$ cat config.mk
export PLATFORM = sky130hd
export DESIGN_NAME = ecg_fit
export DESIGN_NICKNAME = d
export VERILOG_FILES = /design/src/sv/ecg_pkg.sv /design/src/sv/ecg_fit.sv
export SDC_FILE = /design/constraint.sdc
export NUM_CORES = 1
export LEC_CHECK = 0
export BUFFER_PORTS_ARGS = -buffer_cell sky130_fd_sc_hd__buf_2
export CAP_MARGIN = 15
export CORE_MARGIN = 1
export CORE_UTILIZATION = 36
export CTS_CLUSTER_SIZE = 12
export DETAILED_ROUTE_END_ITERATION = 8
export PLACE_DENSITY_LB_ADDON = 0.3
export SYNTH_ARGS = -nofsm -noshare
export SYNTH_HDL_FRONTEND = slang
export SYNTH_SLANG_ARGS = --single-unit
$ cat constraint.sdc
create_clock -name clock -period 13.2 [get_ports clock]
set_clock_uncertainty 0.1 [all_clocks]
set_input_delay 0.66 -clock clock [delete_from_list [all_inputs] [get_ports clock]]
set_output_delay 0.66 -clock clock [all_outputs]
set_load 0.05 [all_outputs]
$ cat src/sv/ecg_pkg.sv
package ecg_pkg;

   // fixed-point formats
   localparam int FRAC_BITS = 48;
   localparam int LEN_GUARD = 23;
   localparam int E2_SHIFT  = FRAC_BITS - 40;
   localparam int IDX_W     = $clog2(FRAC_BITS);

   // divide / square root step counts
   localparam int DIV_STEPS  = 62;
   localparam int SQRT_STEPS = (64 + FRAC_BITS) / 2;
   localparam int STEP_W     = $clog2((DIV_STEPS > SQRT_STEPS) ? DIV_STEPS : SQRT_STEPS);

   localparam int CSR_ADDR_W = 5;

   localparam logic [63:0]        PI_Q60          = 64'h3243F6A8885A308D;
   localparam logic signed [63:0] TWO_OVER_PI_Q63 = 64'sh517CC1B727220A95;
   localparam logic signed [63:0] QCAP            = 64'sh3FFFFFFFFFFFFFFF;
   localparam logic signed [63:0] INT64_MAX       = 64'sh7FFFFFFFFFFFFFFF;
   localparam logic signed [63:0] ONE_Q           = 64'sh1 << FRAC_BITS;
   localparam logic signed [63:0] PI_Q            = signed'(PI_Q60 >> (60 - FRAC_BITS));
   localparam logic signed [63:0] CONV_THR        =
      (FRAC_BITS >= 45) ? (64'sh1 << (FRAC_BITS - 44)) : 64'sd2;
   localparam logic signed [31:0] LAT_POLE        = 32'sh40000000;

   // result status codes
   localparam logic [1:0] STAT_OK    = 2'd0;
   localparam logic [1:0] STAT_POLE  = 2'd1;
   localparam logic [1:0] STAT_LIMIT = 2'd2;

   // register indexes
   localparam logic [1:0] CSR_SEMI_MAJOR = 2'd0;
   localparam logic [1:0] CSR_ECC_SQ     = 2'd1;
   localparam logic [1:0] CSR_ITER_LIMIT = 2'd2;

   // unit mode bits
   localparam logic CORDIC_VECTOR = 1'b1;
   localparam logic CORDIC_ROTATE = 1'b0;
   localparam logic MUL_SHIFT_ANG = 1'b1;
   localparam logic MUL_SHIFT_FRC = 1'b0;
   localparam logic FIT_SQRT      = 1'b1;
   localparam logic FIT_DIV       = 1'b0;

   typedef struct packed {
      logic start;
      logic mode;
   } unit_cmd_type;

   typedef enum logic [4:0] {
      ST_IDLE, ST_VXY, ST_RHO, ST_LON, ST_VRZ, ST_ROT, ST_SS, ST_ES, ST_SQ, ST_ND,
      ST_EN, ST_ENS, ST_VB1, ST_CHK, ST_FROT, ST_FDIV, ST_LAT, ST_PSQ, ST_PMUL, ST_DONE
   } state_type;

   typedef logic signed [63:0] atan_rom_type [FRAC_BITS];

   // shift-subtract division, elaboration only
   function automatic logic [127:0] udiv_const(input logic [127:0] n, input logic [127:0] d);
      logic [127:0] q;
      logic [127:0] r;
      q = '0;
      r = '0;
      for (int b = 127; b >= 0; b--) begin
         r = {r[126:0], n[b]};
         if (r >= d) begin
            r    = r - d;
            q[b] = 1'b1;
         end
      end
      return q;
   endfunction

   // arctangent of 2^-i from the alternating series in 2^-62 units
   function automatic atan_rom_type build_atan();
      atan_rom_type rom;
      logic [63:0]  sum;
      logic [127:0] term;
      int           e;
      rom[0] = signed'(PI_Q60 >> (62 - FRAC_BITS));
      for (int i = 1; i < FRAC_BITS; i++) begin
         sum = '0;
         for (int k = 0; k < 63; k++) begin
            e = 62 - i * (2 * k + 1);
            if (e >= 0) begin
               term = udiv_const(128'(64'h1 << e), 128'(2 * k + 1));
               if (k % 2 == 1) sum = sum - term[63:0];
               else sum = sum + term[63:0];
            end
         end
         rom[i] = signed'((sum + (64'h1 << (61 - FRAC_BITS))) >> (62 - FRAC_BITS));
      end
      return rom;
   endfunction

   // reciprocal of the cordic gain
   function automatic logic signed [63:0] build_inv_gain();
      logic signed [63:0] x;
      logic signed [63:0] y;
      logic signed [63:0] xs;
      logic signed [63:0] ys;
      logic [127:0]       q;
      x = ONE_Q;
      y = '0;
      for (int i = 0; i < FRAC_BITS; i++) begin
         xs = x >>> i;
         ys = y >>> i;
         if (y < 0) begin
            x = x - ys;
            y = y + xs;
         end else begin
            x = x + ys;
            y = y - xs;
         end
      end
      q = udiv_const(128'h1 << (2 * FRAC_BITS), 128'(x));
      if (q > 128'(QCAP)) q = 128'(QCAP);
      return signed'(q[63:0]);
   endfunction

   localparam atan_rom_type       ATAN_ROM = build_atan();
   localparam logic signed [63:0] INV_GAIN = build_inv_gain();

endpackage

$ cat src/sv/ecg_fit.sv
module ecg_fit import ecg_pkg::*; (
   input  logic               clock,
   input  logic               reset,
   input  unit_cmd_type       cmd,
   input  logic signed [63:0] num,
   input  logic signed [63:0] den,
   output logic               done,
   output logic signed [63:0] quo
);

   logic              busy_ff, busy_in;
   logic              done_ff, done_in;
   logic              sqrt_ff, sqrt_in;
   logic [STEP_W-1:0] cnt_ff, cnt_in;
   logic [63:0]       rem_ff, rem_in;
   logic [63:0]       q_ff, q_in;
   logic [127:0]      nsh_ff, nsh_in;
   logic [63:0]       den_ff, den_in;
   logic [127:0]      wide_num;
   logic [127:0]      head;
   logic [64:0]       a_op, b_op, diff;
   logic              ge;

   always_comb begin
      wide_num = {64'b0, num} << FRAC_BITS;
      head     = wide_num >> DIV_STEPS;
      // one restoring step: one quotient bit, or one root bit from two dividend bits
      a_op = sqrt_ff ? {1'b0, rem_ff[61:0], nsh_ff[127:126]} : {rem_ff, nsh_ff[127]};
      b_op = sqrt_ff ? {1'b0, q_ff[61:0], 2'b01} : {1'b0, den_ff};
      ge   = a_op >= b_op;
      diff = a_op - b_op;

      busy_in = busy_ff;
      done_in = 1'b0;
      sqrt_in = sqrt_ff;
      cnt_in  = cnt_ff;
      rem_in  = rem_ff;
      q_in    = q_ff;
      nsh_in  = nsh_ff;
      den_in  = den_ff;
      if (cmd.start) begin
         sqrt_in = cmd.mode;
         q_in    = '0;
         rem_in  = '0;
         den_in  = den;
         if (cmd.mode == FIT_SQRT) begin
            if (num <= 0) begin
               done_in = 1'b1;
            end else begin
               busy_in = 1'b1;
               nsh_in  = wide_num << (128 - 2 * SQRT_STEPS);
               cnt_in  = STEP_W'(SQRT_STEPS - 1);
            end
         end else if (den <= 0 || num < 0 || head >= {64'b0, den}) begin
            // quotient would not fit: cap
            q_in    = QCAP;
            done_in = 1'b1;
         end else begin
            busy_in = 1'b1;
            rem_in  = head[63:0];
            nsh_in  = wide_num << (128 - DIV_STEPS);
            cnt_in  = STEP_W'(DIV_STEPS - 1);
         end
      end else if (busy_ff) begin
         rem_in = ge ? diff[63:0] : a_op[63:0];
         q_in   = {q_ff[62:0], ge};
         nsh_in = sqrt_ff ? (nsh_ff << 2) : (nsh_ff << 1);
         if (cnt_ff == '0) begin
            busy_in = 1'b0;
            done_in = 1'b1;
         end else begin
            cnt_in = cnt_ff - 1'b1;
         end
      end
   end

   always_ff @(posedge clock) begin
      if (reset) begin
         busy_ff <= 1'b0;
         done_ff <= 1'b0;
      end else begin
         busy_ff <= busy_in;
         done_ff <= done_in;
      end
   end

   always_ff @(posedge clock) begin
      sqrt_ff <= sqrt_in;
      cnt_ff  <= cnt_in;
      rem_ff  <= rem_in;
      q_ff    <= q_in;
      nsh_ff  <= nsh_in;
      den_ff  <= den_in;
   end

   assign done = done_ff;
   assign quo  = signed'(q_ff);

endmodule

==> flow_summary_export.csv <==
group,metric,value,unit
critical_path,worstSetupStartpoint,"sqrt_ff",
routing,dr.first_iter.drc_count,1219,
global_route,grt.total_usage,21.0,%
place,placement.io_buffers,196,
cts,clk-insertion-delay-late,0.59,ns
finish,mostFrequentLayoutCell,"sky130_fd_sc_hd__edfxtp_1",
power_and_ir_drop,worst_ir_drop_vdd,0.000135,V
critical_path,critical_path_arrival,6.16,ns
cts,root_buffer,"sky130_fd_sc_hd__clkbuf_16",
finish,layout-drive-gt1-share,17.7,%
place,gpl.final_weighted_congestion,0.947,
run,max_cap_violations,0,
cts,ctsResizeCount,0,
die,placementRows,81,
die,io-pin-count,197,
critical_path,rr_worst_depth,13,
global_route,grt_antenna_before_repair,2,
logic_synthesis,synthesis.instances,1765,
routing,viasPerCell,5.53,
critical_path,worst_path_bufs_invs,2,
timing,timing_hold_violations_final,0,
timing,slew_violations,0,
finish,synthToLayoutAreaGrowth,13.6,%
critical_path,number_of_cells_on_the_critical_path,13,
timing,timing_worst_slew_pin_value,1.20,ns
critical_path,r2r-start,"sqrt_ff",
finish,layout_common_cells,"sky130_fd_sc_hd__edfxtp_1 (263), sky130_fd_sc_hd__buf_2 (195), sky130_fd_sc_hd__mux2i_1 (174)",
critical_path,critical_path.cell_chain,"buf_12 -> mux2_2 -> ha_1 -> nand4_1 -> nor4_1 -> and3_1 -> nand4_1 -> nand4b_1 -> nor2_1 -> a21oi_4 -> buf_4 -> nor2_2 -> a221o_1",
timing,final_period_minus_worst_setup_slack,5.95,ns
die,fp.dieH,226,um
logic_synthesis,async_reset_ff_share,0,%
die,die_area,51200,sq um
logic_synthesis,synth_edf_count,263,
die,core-area,49300,sq um
logic_synthesis,synth_nets,2014,
logic_synthesis,syn_area,18100,sq um
finish,nNetsFinal,2157,
cts,tritoncts,"done",
cts,post_cts.repair.setup_buffers,0,
cts,clock_sink_count,265,
logic_synthesis,post_synth.cell_area_avg,10.3,sq um
logic_synthesis,synth.yosys.seq_area_share,43.8,%
die,initial_core_util,36.8,%
routing,wire_per_inst,21.0,um
critical_path,setup.worst_path.end_class,"flop",
routing,total_wirelength,54500,um
routing,post-route-drc-count,0,
routing,route.antenna.remaining_nets,0,
critical_path,critPathMaxStageDelay,0.77,ns
timing,fmax,0.168,GHz
critical_path,reg2reg_setup_slack,7.25,ns
timing,final_min_period_over_clock_period,45.0,%
timing,final_setup_violation_count,0,
critical_path,reg2reg_to,"rem_ff[46]",
power_and_ir_drop,powerDensity,210,nW/um^2
cts,clock_pin_transition_on_the_worst_setup_and_hold_timing_paths,0.06,ns
logic_synthesis,synth-main-ff-cell,"sky130_fd_sc_hd__edfxtp_1",
critical_path,worstSetupEndpoint,"rem_ff[46]",
logic_synthesis,synth.ff_latch_count,265,
cts,clock_path_buffers,3,
logic_synthesis,synth.distinct_cells,85,
place,hpwl_after_detailed_placement,40700,um
timing,finalSetupTns,0,ns
finish,final_core_utilization,41.8,%
global_route,grt_start_max_net_pins,156,
global_route,grt_pass1_vias,14110,
routing,drt_pre_antenna_iters,5,
routing,via_count,14359,
logic_synthesis,yosys_warnings,0,
cts,total_cts_buffers,31,
cts,cts_htree_levels,1,
critical_path,timing_worst_setup_path_type,"reg -> reg",
critical_path,timing.critical_path.from_type,"flop",
global_route,overflow,0,
timing,relSlewSlack,20.1,%
timing,worst_slack,7.25,ns
timing,hold_ws,0.169,ns
critical_path,critical_path.max_fanout,155,
hold_path,path_category_of_the_worst_min_delay_check,"in -> reg",
critical_path,worst-endpoint-required,13.42,ns
global_route,grt_pass1_wl,82900,um
die,dieWidth,226,um
critical_path,crit_family,"simple AND/OR/NAND/NOR gates",
run_status,status,"finished clean",
critical_path,path_common_cell,"sky130_fd_sc_hd__nand4_1",
critical_path,cell_at_the_slowest_stage_of_the_critical_path,"sky130_fd_sc_hd__buf_4",
cts,cts_hold_buffers,0,
timing,rsz0062_at_grt,"no",
power_and_ir_drop,static-leakage-power,8.67,nW
place,placement.setup.worst_slack,7.37,ns
area by class of cell:
type | instances | area (sq um)
fillers | 4897 | 28700
multi-input cells | 1266 | 9220
flip-flops and latches | 265 | 7940
repair buffers | 206 | 1080
well taps | 664 | 831
clock buffers | 38 | 802
inverters | 138 | 520
clock inverters | 18 | 189
diodes | 1 | 2.50
synthesized netlist by cell type (all sizes together) (29+ instances only):
cell | number | area (sq um)
a21o | 46 | 345
a21oi | 111 | 586
buf | 29 | 195
clkbuf | 67 | 251
edfxtp | 263 | 7900
ha | 116 | 1450
inv | 138 | 518
mux2 | 64 | 721
mux2i | 174 | 1740
nand2 | 152 | 571
nand4 | 33 | 206
nor2 | 64 | 243
nor4 | 39 | 256
o21ai | 196 | 981
xnor2 | 36 | 315
per-layer routing:
metal | track usage (%) | part of all wire [%] | vias to the layer above
li1 | - | - | 6803
met1 | 29.6 | 45 | 7015
met2 | 33.0 | 45 | 461
met3 | 3.40 | 6.9 | 80
met4 | 6.52 | 2.7 | 0
met5 | 0 | 0 | -
where the power goes:
group	switching [mW]	internal, mW	total (mW)
clock network	0.349	0.505	0.854
logic	1.32	0.885	2.21
registers	0.0984	1.16	1.26
total	1.77	2.55	4.32
worst min-delay path by stage:
stage	startpoint	endpoint	slack [ns]	cells after the start
after global routing	den[15]	den_ff[15]	0.16	1
after global placement	busy_ff	busy_ff	0.38	2
after floorplan	busy_ff	done	0.36	2
after CTS	den[58]	den_ff[58]	0.15	1
final	den[15]	den_ff[15]	0.17	1
after detailed placement	busy_ff	busy_ff	0.39	2
cell families after synthesis:
group | Yosys count | synth area share, %
buffers and inverters | 234 | 5.33
and+or+nand+nor | 390 | 10.5
DFF | 265 | 43.8
adders and majority gates | 117 | 8.12
muxes | 238 | 13.6
xor gates and xnor gates | 61 | 2.95
AOI/OAI and AO/OA | 460 | 15.6
sequential cells by signal, summed over array words and instances (netlist names):
name,count
den_ff,64
nsh_ff,64
quo,64
rem_ff,64
cnt_ff,6
busy_ff,1
done,1
sqrt_ff,1
worst register-to-register path, delay by kind of cell (launching register included):
kind / cells / cell delay [ns]
multiplexers: 1 / 0.86
AO/OA/AOI/OAI: 2 / 0.86
adder cells (fa/ha/maj): 1 / 0.47
flip-flops: 1 / 0.39
AND/OR/NAND/NOR: 7 / 1.68
buffers and inverters: 2 / 1.29
through the flow:
stage,instance area [sq um],total power [mW],std cells
floorplan,18100,3.00,1765
global placement,19600,3.43,2539
detailed placement,19600,3.45,2539
CTS,20600,4.32,2595
global route,20600,4.59,2596
finish,20600,4.32,2596
Note: power is estimated with default switching activity, not from simulation.
