### config.mk
export PLATFORM = sky130hd
export DESIGN_NAME = ecg_mul
export DESIGN_NICKNAME = d
export VERILOG_FILES = /design/src/sv/ecg_pkg.sv /design/src/sv/ecg_mul.sv
export SDC_FILE = /design/constraint.sdc
export NUM_CORES = 2
export LEC_CHECK = 0
export BUFFER_PORTS_ARGS = -buffer_cell sky130_fd_sc_hd__clkbuf_2
export CORE_MARGIN = 2
export CORE_UTILIZATION = 50
export DETAILED_ROUTE_END_ITERATION = 10
export HOLD_SLACK_MARGIN = 0.05
export PLACE_DENSITY = 0.74
export SYNTH_ARGS = -nofsm -noshare
export SYNTH_HDL_FRONTEND = slang
export SYNTH_SLANG_ARGS = --single-unit
### constraint.sdc
create_clock -name clock -period 16.5 [get_ports clock]
set_input_delay 3.3 -clock clock [delete_from_list [all_inputs] [get_ports clock]]
set_output_delay 3.3 -clock clock [all_outputs]
set_load 0.01 [all_outputs]
### src/sv/ecg_pkg.sv
package ecg_pkg;

   // fixed-point formats
   localparam int FRAC_BITS = 48;
   localparam int LEN_GUARD = 23;
   localparam int E2_SHIFT  = FRAC_BITS - 40;
   localparam int IDX_W     = $clog2(FRAC_BITS);

   // divide / square root step counts
   localparam int DIV_STEPS  = 62;
   localparam int SQRT_STEPS = (64 + FRAC_BITS) / 2;
   localparam int STEP_W     = $clog2((DIV_STEPS > SQRT_STEPS) ? DIV_STEPS : SQRT_STEPS);

   localparam int CSR_ADDR_W = 5;

   localparam logic [63:0]        PI_Q60          = 64'h3243F6A8885A308D;
   localparam logic signed [63:0] TWO_OVER_PI_Q63 = 64'sh517CC1B727220A95;
   localparam logic signed [63:0] QCAP            = 64'sh3FFFFFFFFFFFFFFF;
   localparam logic signed [63:0] INT64_MAX       = 64'sh7FFFFFFFFFFFFFFF;
   localparam logic signed [63:0] ONE_Q           = 64'sh1 << FRAC_BITS;
   localparam logic signed [63:0] PI_Q            = signed'(PI_Q60 >> (60 - FRAC_BITS));
   localparam logic signed [63:0] CONV_THR        =
      (FRAC_BITS >= 45) ? (64'sh1 << (FRAC_BITS - 44)) : 64'sd2;
   localparam logic signed [31:0] LAT_POLE        = 32'sh40000000;

   // result status codes
   localparam logic [1:0] STAT_OK    = 2'd0;
   localparam logic [1:0] STAT_POLE  = 2'd1;
   localparam logic [1:0] STAT_LIMIT = 2'd2;

   // register indexes
   localparam logic [1:0] CSR_SEMI_MAJOR = 2'd0;
   localparam logic [1:0] CSR_ECC_SQ     = 2'd1;
   localparam logic [1:0] CSR_ITER_LIMIT = 2'd2;

   // unit mode bits
   localparam logic CORDIC_VECTOR = 1'b1;
   localparam logic CORDIC_ROTATE = 1'b0;
   localparam logic MUL_SHIFT_ANG = 1'b1;
   localparam logic MUL_SHIFT_FRC = 1'b0;
   localparam logic FIT_SQRT      = 1'b1;
   localparam logic FIT_DIV       = 1'b0;

   typedef struct packed {
      logic start;
      logic mode;
   } unit_cmd_type;

   typedef enum logic [4:0] {
      ST_IDLE, ST_VXY, ST_RHO, ST_LON, ST_VRZ, ST_ROT, ST_SS, ST_ES, ST_SQ, ST_ND,
      ST_EN, ST_ENS, ST_VB1, ST_CHK, ST_FROT, ST_FDIV, ST_LAT, ST_PSQ, ST_PMUL, ST_DONE
   } state_type;

   typedef logic signed [63:0] atan_rom_type [FRAC_BITS];

   // shift-subtract division, elaboration only
   function automatic logic [127:0] udiv_const(input logic [127:0] n, input logic [127:0] d);
      logic [127:0] q;
      logic [127:0] r;
      q = '0;
      r = '0;
      for (int b = 127; b >= 0; b--) begin
         r = {r[126:0], n[b]};
         if (r >= d) begin
            r    = r - d;
            q[b] = 1'b1;
         end
      end
      return q;
   endfunction

   // arctangent of 2^-i from the alternating series in 2^-62 units
   function automatic atan_rom_type build_atan();
      atan_rom_type rom;
      logic [63:0]  sum;
      logic [127:0] term;
      int           e;
      rom[0] = signed'(PI_Q60 >> (62 - FRAC_BITS));
      for (int i = 1; i < FRAC_BITS; i++) begin
         sum = '0;
         for (int k = 0; k < 63; k++) begin
            e = 62 - i * (2 * k + 1);
            if (e >= 0) begin
               term = udiv_const(128'(64'h1 << e), 128'(2 * k + 1));
               if (k % 2 == 1) sum = sum - term[63:0];
               else sum = sum + term[63:0];
            end
         end
         rom[i] = signed'((sum + (64'h1 << (61 - FRAC_BITS))) >> (62 - FRAC_BITS));
      end
      return rom;
   endfunction

   // reciprocal of the cordic gain
   function automatic logic signed [63:0] build_inv_gain();
      logic signed [63:0] x;
      logic signed [63:0] y;
      logic signed [63:0] xs;
      logic signed [63:0] ys;
      logic [127:0]       q;
      x = ONE_Q;
      y = '0;
      for (int i = 0; i < FRAC_BITS; i++) begin
         xs = x >>> i;
         ys = y >>> i;
         if (y < 0) begin
            x = x - ys;
            y = y + xs;
         end else begin
            x = x + ys;
            y = y - xs;
         end
      end
      q = udiv_const(128'h1 << (2 * FRAC_BITS), 128'(x));
      if (q > 128'(QCAP)) q = 128'(QCAP);
      return signed'(q[63:0]);
   endfunction

   localparam atan_rom_type       ATAN_ROM = build_atan();
   localparam logic signed [63:0] INV_GAIN = build_inv_gain();

endpackage

### src/sv/ecg_mul.sv
module ecg_mul import ecg_pkg::*; (
   input  logic               clock,
   input  logic               reset,
   input  unit_cmd_type       cmd,
   input  logic signed [63:0] a,
   input  logic signed [63:0] b,
   output logic               done,
   output logic signed [63:0] p
);

   localparam logic [2:0] LAST_PART = 3'd4;

   logic               busy_ff, busy_in;
   logic               done_ff, done_in;
   logic [2:0]         k_ff, k_in;
   logic [63:0]        ua_ff, ua_in;
   logic [63:0]        ub_ff, ub_in;
   logic               neg_ff, neg_in;
   logic               long_ff, long_in;
   logic [127:0]       acc_ff, acc_in;
   logic signed [63:0] p_ff, p_in;
   logic [31:0]        ha, hb;
   logic [63:0]        pp;
   logic [127:0]       ppw;
   logic [127:0]       scaled;
   logic signed [63:0] mag;

   always_comb begin
      ha  = k_ff[1] ? ua_ff[63:32] : ua_ff[31:0];
      hb  = k_ff[0] ? ub_ff[63:32] : ub_ff[31:0];
      pp  = 64'(ha) * 64'(hb);
      case (k_ff[1:0])
         2'd0:    ppw = {64'b0, pp};
         2'd3:    ppw = {pp, 64'b0};
         default: ppw = {32'b0, pp, 32'b0};
      endcase
      scaled = long_ff ? (acc_ff >> (FRAC_BITS + 33)) : (acc_ff >> FRAC_BITS);
      mag    = (|scaled[127:63]) ? INT64_MAX : signed'({1'b0, scaled[62:0]});

      busy_in = busy_ff;
      done_in = 1'b0;
      k_in    = k_ff;
      ua_in   = ua_ff;
      ub_in   = ub_ff;
      neg_in  = neg_ff;
      long_in = long_ff;
      acc_in  = acc_ff;
      p_in    = p_ff;
      if (cmd.start) begin
         busy_in = 1'b1;
         k_in    = '0;
         ua_in   = a[63] ? 64'(0) - a : a;
         ub_in   = b[63] ? 64'(0) - b : b;
         neg_in  = a[63] ^ b[63];
         long_in = cmd.mode;
         acc_in  = '0;
      end else if (busy_ff) begin
         if (k_ff == LAST_PART) begin
            p_in    = neg_ff ? -mag : mag;
            busy_in = 1'b0;
            done_in = 1'b1;
         end else begin
            acc_in = acc_ff + ppw;
            k_in   = k_ff + 1'b1;
         end
      end
   end

   always_ff @(posedge clock) begin
      if (reset) begin
         busy_ff <= 1'b0;
         done_ff <= 1'b0;
      end else begin
         busy_ff <= busy_in;
         done_ff <= done_in;
      end
   end

   always_ff @(posedge clock) begin
      k_ff    <= k_in;
      ua_ff   <= ua_in;
      ub_ff   <= ub_in;
      neg_ff  <= neg_in;
      long_ff <= long_in;
      acc_ff  <= acc_in;
      p_ff    <= p_in;
   end

   assign done = done_ff;
   assign p    = p_ff;

endmodule

==> results <==
- The deepest clock path buffer count is 3.
- STA puts the critical path data required time at 17.00 ns.
- After the last flow step, the layout net total stands at 8156.
- After detailed routing, the average wire length per cell comes to about 27 um.
- The die boundary height is 344 um.
- The cell that appears most often on the critical path is sky130_fd_sc_hd__fa_1.
- The post-synth net total is 8171.
- The number of enable-type register cells in the synthesized netlist is 194.
- Buffers placed on the I/O ports in this run total 196.
- The mux cell area share after synthesis is 0.0252.
- The delay contributed by the slowest stage of the critical path is 0.87 ns.
- The number of gates resized after CTS was 0.
- The hold buffer count at cts is 0.
- The synthesized-area fraction occupied by ao, oa, aoi and oai cells came to 0.127.
- The effective utilization at floorplan is 0.504.
- Routability-driven placement finished with a final weighted congestion of ~1.1.
- The insertion delay to the later sink of the worst-skew pair is 0.63 ns.
- The synthesized instance count is 6740.
- Along the worst path, the maximum fanout reaches 39.
- The die is 344 um wide.
- Counting the fill cells in the layout gives about 10000.
- For this run, the leading register cell type out of synthesis is sky130_fd_sc_hd__edfxtp_1.
- The count of final setup violators is 0.
- At the pin with the least slew margin, the transition time is 1.46 ns.
- The worst setup path is of the reg -> reg kind.
- The fmax is 70.0 MHz.
- The DRC violations left is 0.
- The number of H-tree branching levels is 2.
- The global router's overall resource usage is 0.379.
- The number of library cell types mapped by synthesis is 83.
- The final number of hold-violating endpoints is 0.
- After synthesis, the cell types taking the most area are sky130_fd_sc_hd__fa_1 31%, sky130_fd_sc_hd__edfxtp_1 10%, sky130_fd_sc_hd__ha_1 8.7%, sky130_fd_sc_hd__inv_1 5.9%, sky130_fd_sc_hd__nand2_1 5.8%.
- Of the synthesized area, sequential elements account for 0.147.
- In this run the core area contains 124 standard-cell rows.
- The count of pins over their slew limit is 0.
- In this run the remaining antenna-violating nets after routing total 0.
- The worst setup path is launched from a flop.
- After clock tree synthesis, the clock-pin slew on the worst setup and hold paths is around 0.060 ns.
- The adder and majority cell fraction of the synthesized area is 0.399.
- Counting flops and latches in the post-synthesis netlist gives 327.
- Broken down by cell family, the worst path's largest delay share belongs to adder cells.
- Once the clock tree was built, the setup fixing pass inserted 0 buffers.
- The async set or reset register ratio after synthesis is 0.
- The setup skew after layout is 0.0183 ns.
- The initial detailed-routing violation count is 5130.
- The dominant cell by count in the synthesized netlist is sky130_fd_sc_hd__inv_1.
- Together, buffers and inverters on the worst path number 4.
- The initial antenna violation count is 17.
- The data arrival time of the critical path is 14.78 ns.
- The routed layout has 50855 vias.
- In this run the worst hold path is classified as reg -> reg.
- The largest net degree at the start of global routing is 87.
- The root buffer cell chosen for the clock tree is sky130_fd_sc_hd__clkbuf_16.
- The relative area change from synthesis to final layout is 7.02%.
- After floorplanning, the core was sized to cover around 110000 sq um.
- The worst setup path is captured at a flop.
- Summed over all instances, the cell type with the most area after synthesis is sky130_fd_sc_hd__fa_1.
- Detailed placement finished with a half-perimeter wire length of 178000 um.
- Clock tree synthesis found a total of 327 sinks.
- The die area is 118000 sq um.
- Of the post-synthesis cell area, the dominant cell type holds 0.311.
- Setup repair after global routing left no endpoint under its margin.
- The synthesized-area fraction occupied by and/or/nand/nor cells is 0.166.
- The mean number of vias per cell is 6.13.
- In this run the count of I/O pins placed on the die edge is 197.
- Counting the buffers created by CTS gives 41.
- The relative slew slack is 0.0193.
- The final layout contains routed wiring with a total length of 224000 um.
- The first detailed-routing pass took 7 iterations.
- The number of maximum-capacitance constraint violations is 0.
- The number of warnings reported in the yosys synthesis log is 0.
- The time the worst path needs with I/O delays and setup is 14.28 ns.
- The wire length of the first global-routing pass is 329000 um.
- The run finished with clean final reports.
- Of the total synthesized cell area, the portion taken by XOR and XNOR cells is 0.0544.
- In the synthesized netlist, the cells that appear most often are 909 x sky130_fd_sc_hd__inv_1, 897 x sky130_fd_sc_hd__fa_1, 884 x sky130_fd_sc_hd__nand2_1, 823 x sky130_fd_sc_hd__nor2_1, 402 x sky130_fd_sc_hd__ha_1.
- The cell area that synthesis handed to floorplanning was between 50000 and 60000 sq um.
- The critical-path cell with the highest stage delay is sky130_fd_sc_hd__mux2i_2.
- For the final routed database, the setup TNS stands at 0 ns.
- The remaining global-route overflow is 0.
- The post-route fraction of the period consumed by the critical path is 0.866.
- The TritonCTS clock tree is built.
- Each instance of the synthesized netlist takes up on average 8.55 sq um.
- The via count of the first global-routing pass is 51377.
- The share of final-layout standard cells stronger than drive strength 1 is 0.0772.
- The dominant combinational cell family by area after synthesis is adder cells.
-- metrics by stage --
step / utilization / setup WS, ns / hold WS (ns) / cells / instance area [sq um]
5_1_grt: 0.539 / 1.87 / 0.477 / 8284 / 61700
6_report: 0.540 / 2.22 / 0.458 / 8291 / 61700
3_3_place_gp: 0.527 / 1.83 / 0.442 / 8193 / 60200
4_1_cts: 0.539 / 2.54 / 0.460 / 8270 / 61600
3_5_place_dp: 0.527 / 2.56 / 0.452 / 8194 / 60200
2_1_floorplan: - / 4.89 / 0.436 / 6740 / 57600
-- final timing paths --
path / slack [ns] / cells past startpoint / start / endpoint
hold / removal: 0.46 / 2 / acc_ff[15]$_SDFFE_PP0P_ / acc_ff[15]$_SDFFE_PP0P_
setup / recovery: 2.22 / 39 / k_ff[1]$_SDFFE_PP0P_ / acc_ff[121]$_SDFFE_PP0P_
hold reg to reg: 0.46 / 2 / acc_ff[15]$_SDFFE_PP0P_ / acc_ff[15]$_SDFFE_PP0P_
setup reg to reg: 2.22 / 39 / k_ff[1]$_SDFFE_PP0P_ / acc_ff[121]$_SDFFE_PP0P_
-- cell families (layout without fill, tap and decap cells) --
group                      after synthesis  count (layout)
adders and majority gates             1299            1299
and+or+nand+nor                       2208            2208
AOI/OAI and AO/OA                     1154            1154
other                                    0              21
muxes                                  137             137
xor gates and xnor gates               358             358
buffers and inverters                 1257            1275
DFF                                    327             327
-- cells in the final DEF (no fill, tap or decap), types with 17 or more instances in the layout --
cell                        count
sky130_fd_sc_hd__inv_1        909
sky130_fd_sc_hd__fa_1         897
sky130_fd_sc_hd__nand2_1      883
sky130_fd_sc_hd__nor2_1       822
sky130_fd_sc_hd__ha_1         401
sky130_fd_sc_hd__a21oi_1      350
sky130_fd_sc_hd__o21ai_0      283
sky130_fd_sc_hd__xnor2_1      268
sky130_fd_sc_hd__clkbuf_2     195
sky130_fd_sc_hd__edfxtp_1     194
sky130_fd_sc_hd__dfxtp_1      131
sky130_fd_sc_hd__buf_4         93
sky130_fd_sc_hd__a21o_1        90
sky130_fd_sc_hd__xor2_1        90
sky130_fd_sc_hd__nand4_1       77
sky130_fd_sc_hd__o31ai_1       68
sky130_fd_sc_hd__and2_1        62
sky130_fd_sc_hd__nor3_1        61
sky130_fd_sc_hd__mux2_2        56
sky130_fd_sc_hd__a22o_1        52
sky130_fd_sc_hd__nand3_1       49
sky130_fd_sc_hd__o21bai_1      48
sky130_fd_sc_hd__or3_1         47
sky130_fd_sc_hd__o21a_1        42
sky130_fd_sc_hd__clkbuf_16     42
sky130_fd_sc_hd__nand2b_1      38
sky130_fd_sc_hd__mux2i_2       35
sky130_fd_sc_hd__a31oi_1       33
sky130_fd_sc_hd__nor2b_1       30
sky130_fd_sc_hd__nor4_1        29
sky130_fd_sc_hd__mux2i_1       26
sky130_fd_sc_hd__o41ai_1       26
sky130_fd_sc_hd__or4_1         24
sky130_fd_sc_hd__or2_2         23
sky130_fd_sc_hd__diode_2       21
sky130_fd_sc_hd__a211oi_1      20
sky130_fd_sc_hd__and3_1        17
-- registers in the layout, summed over array words and instances, names as in the netlist --
name / cells
k_ff: 3
ua_ff: 64
done: 1
long_ff: 1
neg_ff: 1
p: 64
ub_ff: 64
acc_ff: 128
busy_ff: 1
-- worst min-delay path, stage by stage (launching register included) --
cell                      delay, ns
sky130_fd_sc_hd__dfxtp_1       0.31
sky130_fd_sc_hd__nand2_1       0.05
sky130_fd_sc_hd__a21oi_1       0.05
-- final cells by class --
cell class | instances | area [sq um] | area share
antenna | 21 | 52.6 | 0.000852
clock buffer | 48 | 1080 | 0.0176
multi-input combinational | 5156 | 44700 | 0.725
clock inverter | 28 | 328 | 0.00531
inverter | 909 | 3410 | 0.0553
tap | 1512 | 1890 | 0.0307
timing repair buffer | 290 | 1710 | 0.0277
sequential | 327 | 8500 | 0.138
-- routing by layer --
layer  vias to the layer above  global-route usage  wire [um]
li1                      21935                   -          -
met1                     24766               0.447      78700
met2                      3240               0.599     100000
met3                       912              0.0940      23800
met4                         2               0.291      21300
met5                         -                   0         17
Power is left out: the tool's default activity adds up to more than one toggle a clock period on the data nets, which glitch-free logic cannot reach.
